File: src/rtl/rcd_pkg.sv
// ----------------------------------------------------------------------------
// rcd_pkg
// Shared widths, command codes and controller/datapath interface structs for
// the rod cutting solver.
// ----------------------------------------------------------------------------
package rcd_pkg;

    localparam int LEN_W   = 7;
    localparam int PRICE_W = 16;
    localparam int REV_W   = 22;
    localparam int SUM_W   = REV_W + 1;

    localparam logic CMD_LOAD  = 1'b0;
    localparam logic CMD_SOLVE = 1'b1;

    typedef struct packed {
        logic load;         // write one price
        logic solve_start;  // latch rod length, reset counters
        logic issue;        // read price[k-1] and revenue[len-k], step k
        logic len_next;     // store best for len, step len
        logic emit;         // send one piece of the decomposition
        logic emit_zero;    // empty rod result
    } t_dp_cmd;

    typedef struct packed {
        logic n_zero;
        logic k_last;
        logic len_last;
        logic emit_done;
    } t_dp_stat;

endpackage

File: src/rtl/rod_cutting_with_decomposition_top.sv
// Load request: written while idle, busy stays low, no result.
// Solve request for length n (n > 0): busy rises, the fill makes one add-compare step
// per (len, k) pair, and the n or fewer results come out back to back at the end.
// Rod length 0: a single result, raised from the setup state. Results cannot be stalled.
// Reset is synchronous, active low, clears control only; tables stay undefined until written.
// ----------------------------------------------------------------------------
// rod_cutting_with_decomposition_top
// Bottom-up rod cutting solver with price table load and decomposition
// output, one piece per result strobe.
// ----------------------------------------------------------------------------
module rod_cutting_with_decomposition_top #(
    parameter int MAX_LEN = 64
) (
    input  logic                        i_clk,
    input  logic                        i_rst_n,
    input  logic                        start,
    output logic                        busy,
    input  logic                        i_cmd,
    input  logic [rcd_pkg::LEN_W-1:0]   i_piece_len_in,
    input  logic [rcd_pkg::PRICE_W-1:0] i_price,
    input  logic [rcd_pkg::LEN_W-1:0]   i_rod_len,
    output logic                        o_valid,
    output logic [rcd_pkg::REV_W-1:0]   o_best_revenue,
    output logic [rcd_pkg::LEN_W-1:0]   o_piece_len,
    output logic                        o_last
);

    rcd_pkg::t_dp_cmd  dp_cmd;
    rcd_pkg::t_dp_stat dp_stat;

    rcd_ctrl u_ctrl (
        .i_clk    (i_clk),
        .i_rst_n  (i_rst_n),
        .start    (start),
        .i_cmd    (i_cmd),
        .i_stat   (dp_stat),
        .busy     (busy),
        .o_dp_cmd (dp_cmd)
    );

    rcd_dpath #(
        .MAX_LEN (MAX_LEN)
    ) u_dpath (
        .i_clk          (i_clk),
        .i_rst_n        (i_rst_n),
        .i_dp_cmd       (dp_cmd),
        .o_stat         (dp_stat),
        .i_piece_len_in (i_piece_len_in),
        .i_price        (i_price),
        .i_rod_len      (i_rod_len),
        .o_valid        (o_valid),
        .o_best_revenue (o_best_revenue),
        .o_piece_len    (o_piece_len),
        .o_last         (o_last)
    );

    a_last_frees: assert property (@(posedge i_clk) disable iff (!i_rst_n)
        (o_valid && o_last) |-> !busy)
        else $error("busy still high on final result");

    a_mid_busy: assert property (@(posedge i_clk) disable iff (!i_rst_n)
        (o_valid && !o_last) |-> (busy && o_piece_len != '0))
        else $error("non-final result with idle block or empty piece");

    a_solve_busy: assert property (@(posedge i_clk) disable iff (!i_rst_n)
        (start && !busy && i_cmd == rcd_pkg::CMD_SOLVE) |=> busy)
        else $error("solve request did not raise busy");

    a_piece_range: assert property (@(posedge i_clk) disable iff (!i_rst_n)
        o_valid |-> (o_piece_len <= rcd_pkg::LEN_W'(MAX_LEN)))
        else $error("piece length out of range");

endmodule

File: src/rtl/rcd_ctrl.sv
// ----------------------------------------------------------------------------
// rcd_ctrl
// Sequencer for the solver: accepts requests, walks the fill loop over
// (len, k) and the decomposition walk through the datapath.
// ----------------------------------------------------------------------------
module rcd_ctrl (
    input  logic             i_clk,
    input  logic             i_rst_n,
    input  logic             start,
    input  logic             i_cmd,
    input  rcd_pkg::t_dp_stat i_stat,
    output logic             busy,
    output rcd_pkg::t_dp_cmd o_dp_cmd
);

    typedef enum logic [2:0] {
        S_IDLE,
        S_SETUP,
        S_FILL,
        S_DRAIN,
        S_WRITE,
        S_PRIME,
        S_EMIT
    } t_state;

    t_state r_state;
    logic   r_busy;

    assign busy = r_busy;

    always_ff @(posedge i_clk) begin
        if (!i_rst_n) begin
            r_state <= S_IDLE;
            r_busy  <= 1'b0;
        end else begin
            unique case (r_state)
                S_IDLE: begin
                    if (start && i_cmd == rcd_pkg::CMD_SOLVE) begin
                        r_state <= S_SETUP;
                        r_busy  <= 1'b1;
                    end
                end
                S_SETUP: begin
                    if (i_stat.n_zero) begin
                        r_state <= S_IDLE;
                        r_busy  <= 1'b0;
                    end else begin
                        r_state <= S_FILL;
                    end
                end
                S_FILL: begin
                    if (i_stat.k_last) begin
                        r_state <= S_DRAIN;
                    end
                end
                // last candidate is compared at the end of this cycle
                S_DRAIN: begin
                    r_state <= S_WRITE;
                end
                S_WRITE: begin
                    if (i_stat.len_last) begin
                        r_state <= S_PRIME;
                    end else begin
                        r_state <= S_FILL;
                    end
                end
                S_PRIME: begin
                    r_state <= S_EMIT;
                end
                S_EMIT: begin
                    if (i_stat.emit_done) begin
                        r_state <= S_IDLE;
                        r_busy  <= 1'b0;
                    end
                end
                default: begin
                    r_state <= S_IDLE;
                    r_busy  <= 1'b0;
                end
            endcase
        end
    end

    always_comb begin
        o_dp_cmd             = '0;
        o_dp_cmd.load        = (r_state == S_IDLE) && start && (i_cmd == rcd_pkg::CMD_LOAD);
        o_dp_cmd.solve_start = (r_state == S_IDLE) && start && (i_cmd == rcd_pkg::CMD_SOLVE);
        o_dp_cmd.issue       = (r_state == S_FILL);
        o_dp_cmd.len_next    = (r_state == S_WRITE);
        o_dp_cmd.emit        = (r_state == S_EMIT);
        o_dp_cmd.emit_zero   = (r_state == S_SETUP) && i_stat.n_zero;
    end

endmodule

File: src/rtl/rcd_dpath.sv
// ----------------------------------------------------------------------------
// rcd_dpath
// Price, revenue and first-cut tables, loop counters, the add-compare unit
// and the result registers.
// ----------------------------------------------------------------------------
module rcd_dpath #(
    parameter int MAX_LEN = 64
) (
    input  logic                        i_clk,
    input  logic                        i_rst_n,
    input  rcd_pkg::t_dp_cmd            i_dp_cmd,
    output rcd_pkg::t_dp_stat           o_stat,
    input  logic [rcd_pkg::LEN_W-1:0]   i_piece_len_in,
    input  logic [rcd_pkg::PRICE_W-1:0] i_price,
    input  logic [rcd_pkg::LEN_W-1:0]   i_rod_len,
    output logic                        o_valid,
    output logic [rcd_pkg::REV_W-1:0]   o_best_revenue,
    output logic [rcd_pkg::LEN_W-1:0]   o_piece_len,
    output logic                        o_last
);

    localparam int LW  = $clog2(MAX_LEN + 1);
    localparam int PAW = (MAX_LEN > 1) ? $clog2(MAX_LEN) : 1;

    logic [rcd_pkg::PRICE_W-1:0] r_price_mem [MAX_LEN];
    logic [rcd_pkg::REV_W-1:0]   r_rev_mem   [MAX_LEN+1];
    logic [LW-1:0]               r_cut_mem   [MAX_LEN+1];

    logic [rcd_pkg::PRICE_W-1:0] r_price_q;
    logic [rcd_pkg::REV_W-1:0]   r_rev_q;
    logic [LW-1:0]               r_cut_q;

    logic [LW-1:0] r_n;
    logic [LW-1:0] r_len;
    logic [LW-1:0] r_k;
    logic [LW-1:0] r_k_d;
    logic [LW-1:0] r_rem;
    logic          r_rev_zero;
    logic          r_acc_first;
    logic          r_acc_vld;
    logic [rcd_pkg::SUM_W-1:0] r_best;
    logic [LW-1:0]             r_cut_best;

    logic                        r_o_valid;
    logic [rcd_pkg::REV_W-1:0]   r_o_rev;
    logic [rcd_pkg::LEN_W-1:0]   r_o_piece;
    logic                        r_o_last;

    logic                        plen_ok;
    logic [PAW-1:0]              load_addr;
    logic [LW-1:0]               n_sat;
    logic [rcd_pkg::SUM_W-1:0]   cand;
    logic [LW-1:0]               piece;
    logic [LW-1:0]               rem_next;
    logic [LW-1:0]               cut_raddr;

    assign plen_ok   = (i_piece_len_in != '0) &&
                       (i_piece_len_in <= rcd_pkg::LEN_W'(MAX_LEN));
    assign load_addr = PAW'(i_piece_len_in - rcd_pkg::LEN_W'(1));
    assign n_sat     = (i_rod_len > rcd_pkg::LEN_W'(MAX_LEN)) ? LW'(MAX_LEN) : LW'(i_rod_len);

    // revenue of a zero-length remainder is always 0
    assign cand = rcd_pkg::SUM_W'(r_price_q) +
                  (r_rev_zero ? '0 : rcd_pkg::SUM_W'(r_rev_q));

    assign piece     = (r_cut_q == '0 || r_cut_q > r_rem) ? r_rem : r_cut_q;
    assign rem_next  = r_rem - piece;
    // during the walk the next address comes straight from this piece
    assign cut_raddr = i_dp_cmd.emit ? rem_next : r_rem;

    assign o_stat.n_zero    = (r_n == '0);
    assign o_stat.k_last    = (r_k == r_len);
    assign o_stat.len_last  = (r_len == r_n);
    assign o_stat.emit_done = (rem_next == '0);

    always_ff @(posedge i_clk) begin
        if (i_dp_cmd.load && plen_ok) begin
            r_price_mem[load_addr] <= i_price;
        end
        if (i_dp_cmd.len_next) begin
            r_rev_mem[r_len] <= r_best[rcd_pkg::REV_W-1:0];
            r_cut_mem[r_len] <= r_cut_best;
        end
        r_price_q <= r_price_mem[PAW'(r_k - LW'(1))];
        r_rev_q   <= r_rev_mem[r_len - r_k];
        r_cut_q   <= r_cut_mem[cut_raddr];
    end

    always_ff @(posedge i_clk) begin
        if (i_dp_cmd.solve_start) begin
            r_n   <= n_sat;
            r_len <= LW'(1);
            r_k   <= LW'(1);
            r_rem <= n_sat;
        end
        if (i_dp_cmd.issue) begin
            r_k <= r_k + LW'(1);
        end
        if (i_dp_cmd.len_next) begin
            r_len <= r_len + LW'(1);
            r_k   <= LW'(1);
        end
        if (i_dp_cmd.emit) begin
            r_rem <= rem_next;
        end
        r_rev_zero  <= (r_k == r_len);
        r_acc_first <= (r_k == LW'(1));
        r_k_d       <= r_k;
        // strict compare keeps the shortest first piece on ties
        if (r_acc_vld && (r_acc_first || cand > r_best)) begin
            r_best     <= cand;
            r_cut_best <= r_k_d;
        end
    end

    always_ff @(posedge i_clk) begin
        if (!i_rst_n) begin
            r_acc_vld <= 1'b0;
            r_o_valid <= 1'b0;
        end else begin
            r_acc_vld <= i_dp_cmd.issue;
            r_o_valid <= i_dp_cmd.emit || i_dp_cmd.emit_zero;
        end
    end

    always_ff @(posedge i_clk) begin
        if (i_dp_cmd.emit) begin
            r_o_rev   <= r_best[rcd_pkg::REV_W-1:0];
            r_o_piece <= rcd_pkg::LEN_W'(piece);
            r_o_last  <= (rem_next == '0);
        end else if (i_dp_cmd.emit_zero) begin
            r_o_rev   <= '0;
            r_o_piece <= '0;
            r_o_last  <= 1'b1;
        end
    end

    assign o_valid        = r_o_valid;
    assign o_best_revenue = r_o_rev;
    assign o_piece_len    = r_o_piece;
    assign o_last         = r_o_last;

endmodule

File: config.mk
export PLATFORM = sky130hd
export DESIGN_NAME = rod_cutting_with_decomposition_top
export DESIGN_NICKNAME = d
export VERILOG_FILES = /design/src/rtl/rcd_pkg.sv /design/src/rtl/rod_cutting_with_decomposition_top.sv /design/src/rtl/rcd_ctrl.sv /design/src/rtl/rcd_dpath.sv
export SDC_FILE = /design/constraint.sdc
export NUM_CORES = 2
export LEC_CHECK = 0
export ABC_AREA = 1
export BUFFER_PORTS_ARGS = -buffer_cell sky130_fd_sc_hd__buf_2
export CELL_PAD_IN_SITES_DETAIL_PLACEMENT = 0
export CELL_PAD_IN_SITES_GLOBAL_PLACEMENT = 2
export CORE_AREA = 2 2 528 530
export CTS_CLUSTER_SIZE = 10
export DETAILED_ROUTE_END_ITERATION = 8
export DIE_AREA = 0 0 530 532
export PLACE_DENSITY = 0.78
export SYNTH_ARGS = -nofsm -noshare
export SYNTH_HDL_FRONTEND = slang
export SYNTH_SLANG_ARGS = --single-unit
File: constraint.sdc
create_clock -name i_clk -period 6 [get_ports i_clk]
set_input_delay 1.8 -clock i_clk [delete_from_list [all_inputs] [get_ports i_clk]]
set_output_delay 1.8 -clock i_clk [all_outputs]
set_load 0.01 [all_outputs]
### Word level (Yosys, flattened, before mapping)

Memory sizes are Yosys's and may differ from the RTL's. A register that Yosys moved wholly into a read port is not among the register bits.
Cells that the tools add are included.

* add/subtract/negate cells: 7
* $mul: 0
* divide/modulo/power cells: 0
* $lt $le $gt $ge: 4
* equality and inequality tests: 13
* shift-type cells: 0
* multiplexer cells: 29
* bitwise logic cells: 2
* reduce and logical (&&, ||, !) cells: 23

Operators by type and width (number)
* 7-bit two-way mux: 10
* 22-bit two-way mux: 3
* 16-bit by 23-bit adder with 23-bit output: 1
* 23-bit greater-than comparator: 1
* 7-bit zero test: 3
* 3-bit one-hot mux with 7 select lines: 1
* 7-bit by 1-bit adder with 7-bit output (second input constant): 2
* 7-bit equality test: 2
* 7-bit subtractor: 2
* 3-bit two-way mux: 4
* 6-bit by 1-bit subtractor with 6-bit output (second input constant): 2
* 3-bit equality test (second input constant): 3
* 1-bit two-way mux: 9
* 1-bit logical AND: 8
* 2-bit nonzero test: 4
* 7-bit by 1-bit equality test with 1-bit output (second input constant): 1
* 7-bit greater-than comparator: 1
* 7-bit greater-than comparator (second input constant): 1
* 7-bit <= comparator (second input constant): 1
* 7-bit nonzero test: 1
* 3-bit by 2-bit equality test with 1-bit output (second input constant): 2
* 2-bit by 1-bit inequality test with 1-bit output (second input constant): 2
* 2-bit inequality test (second input constant): 2
* 1-bit one-hot mux with 4 select lines: 1
* 8 further kinds: 11

* flip-flop bits (word level): 103
* bits in latches: 0
* bits in writable memories: 2909
* ROM bits: 0
* word-level logic and storage cells: 97
* memories: 3

Memory list
* u_dpath.r_rev_mem: depth 65, width 22, rd ports 1, clocked after Yosys merged registers in 1, wr ports 1, line rcd_dpath.sv:26 `logic [rcd_pkg::REV_W-1:0] r_rev_mem [MAX_LEN+1];`
* u_dpath.r_price_mem: depth 64, width 16, rd ports 1, clocked after Yosys merged registers in 1, wr ports 1, line rcd_dpath.sv:25 `logic [rcd_pkg::PRICE_W-1:0] r_price_mem [MAX_LEN];`
* u_dpath.r_cut_mem: depth 65, width 7, rd ports 1, clocked after Yosys merged registers in 1, wr ports 1, line rcd_dpath.sv:27 `logic [LW-1:0] r_cut_mem [MAX_LEN+1];`

### Depth between registers and ports, before layout

* word-level depth: 7
* gate-level depth with buffers: 27
* mapped depth without buffers: 26

### By module

Synthesis repeated with hierarchy kept, for this count alone.

* cells, all modules: 10173
* area, all modules: 124966.1 um2

Modules (own cells, without submodules)
* rcd_dpath: times used 1, cells each 10117, area each 124639.5 um2
* rcd_ctrl: times used 1, cells each 56, area each 326.6 um2

### Worst setup path after synthesis

OpenSTA, ideal clock, no wires.

* path type: register to register
* start: register u_dpath.r_rev_zero
* end: register u_dpath.r_best[0] in the netlist's numbering, enable pin
* setup time: 0.417 ns
* arrival: 4.614 ns
* slack: 0.968 ns
* cell stages (with the launch flop): 23
* period minus slack after synthesis: 5.032 ns
* cell sequence: dfxtp_1 > clkbuf_1 > clkbuf_1 > nor2_1 > ha_1 > nand3_1 > nand2_1 > a21oi_1 > o21ai_0 > a21boi_0 > o21ai_0 > nand3_1 > nand3_1 > nand2_1 > ha_1 > nand2_1 > nor2_1 > nand2_1 > o211ai_1 > nand2_1 > nand3_1 > a21oi_1 > nor2_1

* word-level cells in the longest chain between the ends: 5

RTL lines
* from (decl): line rcd_dpath.sv:38 `logic r_rev_zero;`
* from (signal assigned): line rcd_dpath.sv:106 `r_rev_zero <= (r_k == r_len);`
* 22-bit two-way mux: line rcd_dpath.sv:64 `(r_rev_zero ? '0 : rcd_pkg::SUM_W'(r_rev_q));`
* 16-bit by 23-bit adder with 23-bit output: line rcd_dpath.sv:63 `assign cand = rcd_pkg::SUM_W'(r_price_q) +`
* via u_dpath.cand, one bit: line rcd_dpath.sv:52 `logic [rcd_pkg::SUM_W-1:0] cand;`
* 23-bit greater-than comparator: line rcd_dpath.sv:110 `if (r_acc_vld && (r_acc_first || cand > r_best)) begin`
* 1-bit logical OR: line rcd_dpath.sv:110
* 1-bit logical AND: line rcd_dpath.sv:110
* to (signal assigned): line rcd_dpath.sv:111 `r_best <= cand;`
* to (decl): line rcd_dpath.sv:41 `logic [rcd_pkg::SUM_W-1:0] r_best;`

The timed path passes the listed nets, and every way through them passes these cells.
A chain may end at the register's enable or synchronous reset.

### Worst setup path in the final report

* start: register u_dpath.r_rem[2]
* end: register u_dpath.r_cut_q[0], read port of u_dpath.r_cut_mem

* word-level cells in the longest chain between the ends: 5

RTL lines
* from (decl): line rcd_dpath.sv:37 `logic [LW-1:0] r_rem;`
* from (signal assigned): line rcd_dpath.sv:94 `r_rem <= n_sat;`
* from (signal assigned): line rcd_dpath.sv:104 `r_rem <= rem_next;`
* 7-bit greater-than comparator: line rcd_dpath.sv:66 `assign piece = (r_cut_q == '0 || r_cut_q > r_rem) ? r_rem : r_cut_q;`
* 1-bit logical OR: line rcd_dpath.sv:66
* 7-bit two-way mux: line rcd_dpath.sv:66
* via u_dpath.piece[0]: line rcd_dpath.sv:53 `logic [LW-1:0] piece;`
* 7-bit subtractor: line rcd_dpath.sv:67 `assign rem_next = r_rem - piece;`
* 7-bit two-way mux: line rcd_dpath.sv:69 `assign cut_raddr = i_dp_cmd.emit ? rem_next : r_rem;`
* to (decl): line rcd_dpath.sv:31 `logic [LW-1:0] r_cut_q;`

The timed path passes the listed nets, and every way through them passes these cells.

==> run summary <==
outcome - finished clean
Avg Cell Area, Syn - 13.06 um2
count of input and output buffers - 65
Netlist cell types - 55
DRT iter0 DRCs - 8,828
Worst VDD drop - 0.0003119 V
Critical Path Sink - u_dpath.r_cut_q[0]
clock skew - 0.05627 ns
Max-Slew Margin vs Limit - 0.2227
fraction of layout cells with a size suffix above 1 - 0.08727
CTS Buf Count - 351
largest net degree at the start of global routing - 172
Resized cells post-CTS - 0
Synth area leader - edfxtp_1
max-capacitance violation count - 0
Site Rows - 193
slack of the worst reg-to-reg path - 0.67 ns
Core Area - 275,800 um2
worst setup path start - u_dpath.r_rem[2]
dpl hpwl - 202,500 um
Final Non-Filler Cells - 13,416
Synth Cell Area - 123,700 um2
data required time at the worst endpoint - 6.79 ns
clk slew on worst S/H paths - 0.06 ns
fin nets - 9,654
Final period util - 0.8879
Final GP Congestion - 0.8530
H-tree levels - 5
Tot Pwr - 58.61 mW
die width - 530 um
fmax - 187.7 MHz
sequential-to-total area share from yosys stat - 0.7370
vias in the first global route - 75,129
Vias - 78,061
DIE AREA - 282,000 um2
Yosys Warn Count - 0
Post-synth ARST share - 0
Crit. End Element - register
final setup fails - 0
cts hold-fix bufs - 0
setup repair bufs after CTS - 0
Syn Inst Count - 9,467
Worst R2R Start - u_dpath.r_rem[2]
root buf cell - clkbuf_16
Filler Cell Count - 23,394
FF-to-FF path depth - 22
final WL - 362,800 um
Crit Path Category - register to register
IO Pins - 66
Routed wire per std cell - 27.04 um
RSZ-0062 raised after global routing - no
GRT Overall Usage - 0.2527
DRC - 0
Worst Hold Path Cells - 0
Hold Vio Cnt, Final - 0
Clock Tree Buf Depth - 4
Vias per Instance - 5.819
First-pass DRT Iterations - 6
Antenna Nets Post-Route - 0
Worst setup SP type - register
clk_lat worst skew - 0.92 ns
initial antenna violation count - 12
Starting Density - 0.4484
r2r endpoint - u_dpath.r_cut_q[0]
Seq cells post-synth - 3,057
area share of the largest cell type after synthesis - 0.7261
die height - 532 um
Area Overhead vs Synth - 12.49%
P_leak - 46.58 nW
number of synthesized flops with an enable pin - 2,990
first-pass GRT wire length - 526,100 um
Worst Hold Class - register to register
top cells by area, synth - edfxtp_1, nor2_1, o21ai_0, nand3_1, o211ai_1
Least-Margin Pin Slew - 1.165 ns
ys flop type - edfxtp_1
Cells after DPL - 12,906
Post-Syn Nets - 9,567
clk sink count - 3,057
Worst Path Arrival - 6.12 ns
TNS Setup - 0 ns
count of final max-slew check failures - 0
worst-path maximum fanout - 77
crit path time final - 5.327 ns
pwr/cell area - 421.4 nW/um2
CTS tree - done
gr ovfl total - 0
area by class of cell:
class,count,area (um2),area share
Antenna cell,6,15.01,0.0001079
Clock buffer,474,9402,0.06759
Clock inverter,30,404.1,0.002905
Inverter,368,1415,0.01017
Multi-Input combinational cell,5422,29170,0.2097
Sequential cell,3057,91130,0.6552
Tap cell,3705,4636,0.03333
Timing Repair Buffer,354,2920,0.02099
registers in the layout, indices dropped and copies added (netlist names), 16 cells and up:
name,flops
u_dpath.r_price_mem,1024
u_dpath.o_best_revenue,22
u_dpath.r_cut_mem,455
u_dpath.r_rev_q,22
u_dpath.r_best,23
u_dpath.r_rev_mem,1430
u_dpath.r_price_q,16
worst min-delay path by stage:
stage / startpoint / to / slack, ns
2_1_floorplan: u_dpath.r_k[2] / u_dpath.r_k_d[2] / 0.33
4_1_cts: u_dpath.r_k_d[3] / u_dpath.r_cut_best[3] / 0.40
3_3_place_gp: u_dpath.r_k_d[4] / u_dpath.r_cut_best[4] / 0.39
3_5_place_dp: u_dpath.r_k_d[0] / u_dpath.r_cut_best[0] / 0.39
6_report: u_dpath.r_k_d[3] / u_dpath.r_cut_best[3] / 0.40
5_1_grt: u_dpath.r_k_d[0] / u_dpath.r_cut_best[0] / 0.41
metal layers:
layer,up-vias,part of all wire,track usage
met3,592,0.066,0.03172
li1,35065,-,-
met2,2903,0.48,0.4081
met4,6,0.040,0.09400
met5,-,0.00012,0
met1,39495,0.42,0.3503
cells in the mapped netlist, types with 12 or more instances:
master	number
a21oi_1	79
buf_1	37
buf_2	181
buf_4	21
clkbuf_1	378
dfxtp_1	67
edfxtp_1	2990
ha_1	63
inv_1	355
mux2i_1	185
nand2_1	590
nand3_1	825
nand3b_1	142
nand4_1	14
nor2_1	1685
nor3_1	18
o211ai_1	397
o21ai_0	1005
o21ai_1	12
o221ai_1	218
o32ai_1	67
xnor2_1	14
xor2_1	25
cell families after synthesis:
logic type / Yosys count / synth area share
XOR/XNOR: 41 / 0.003025
adder cells (fa/ha/maj): 66 / 0.006861
AND/OR/NAND/NOR: 3310 / 0.1145
AO/OA/AOI/OAI: 1820 / 0.09108
flip-flops: 3057 / 0.7370
multiplexers: 185 / 0.01498
buffers and inverters: 988 / 0.03264
worst max-delay path: stages, from the launching register on:
cell and delay (ns):
edfxtp_1 0.43, inv_1 0.09, ha_1 0.33, a21oi_1 0.14
nand2_1 0.06, nand2_1 0.05, nand2_1 0.04, nand2_1 0.09
nand2_1 0.27, o21ai_0 0.48, ha_1 0.35, nand2_4 0.34
nand2_8 0.41, inv_2 0.95, nand2_1 0.11, nand3_1 0.11
nand3_1 0.10, nand3_1 0.19, nand3_1 0.22, nand3_1 0.14
nand2_1 0.08, nand2_1 0.06, nand2_1 0.06
power by group:
part           switching [mW]  internal (mW)  total (mW)
sequential              0.179           24.1        24.2
combinational            11.0           4.40        15.4
clock                    8.18           10.8        19.0
total                    19.3           39.3        58.6
layout by cell type, fill, tap and decap left out, types with 185 or more instances in the layout:
cell	instances
inv_1	355
buf_4	255
o21ai_0	1005
mux2i_1	185
o221ai_1	218
edfxtp_1	2990
nand2_1	590
nor2_1	1619
clkbuf_16	356
o211ai_1	397
nand3_1	825
metrics by stage:
step	utilization	hold slack [ns]	worst slack [ns]	instance area (um2)
2_1_floorplan	-	0.3258	0.9683	123700
3_3_place_gp	0.4688	0.3884	0.7113	129300
3_5_place_dp	0.4688	0.3914	0.7818	129300
4_1_cts	0.5043	0.4040	0.7219	139100
5_1_grt	0.5043	0.4091	0.2722	139100
6_report	0.5044	0.4029	0.6726	139100
Note: power is estimated with default switching activity, not from simulation.
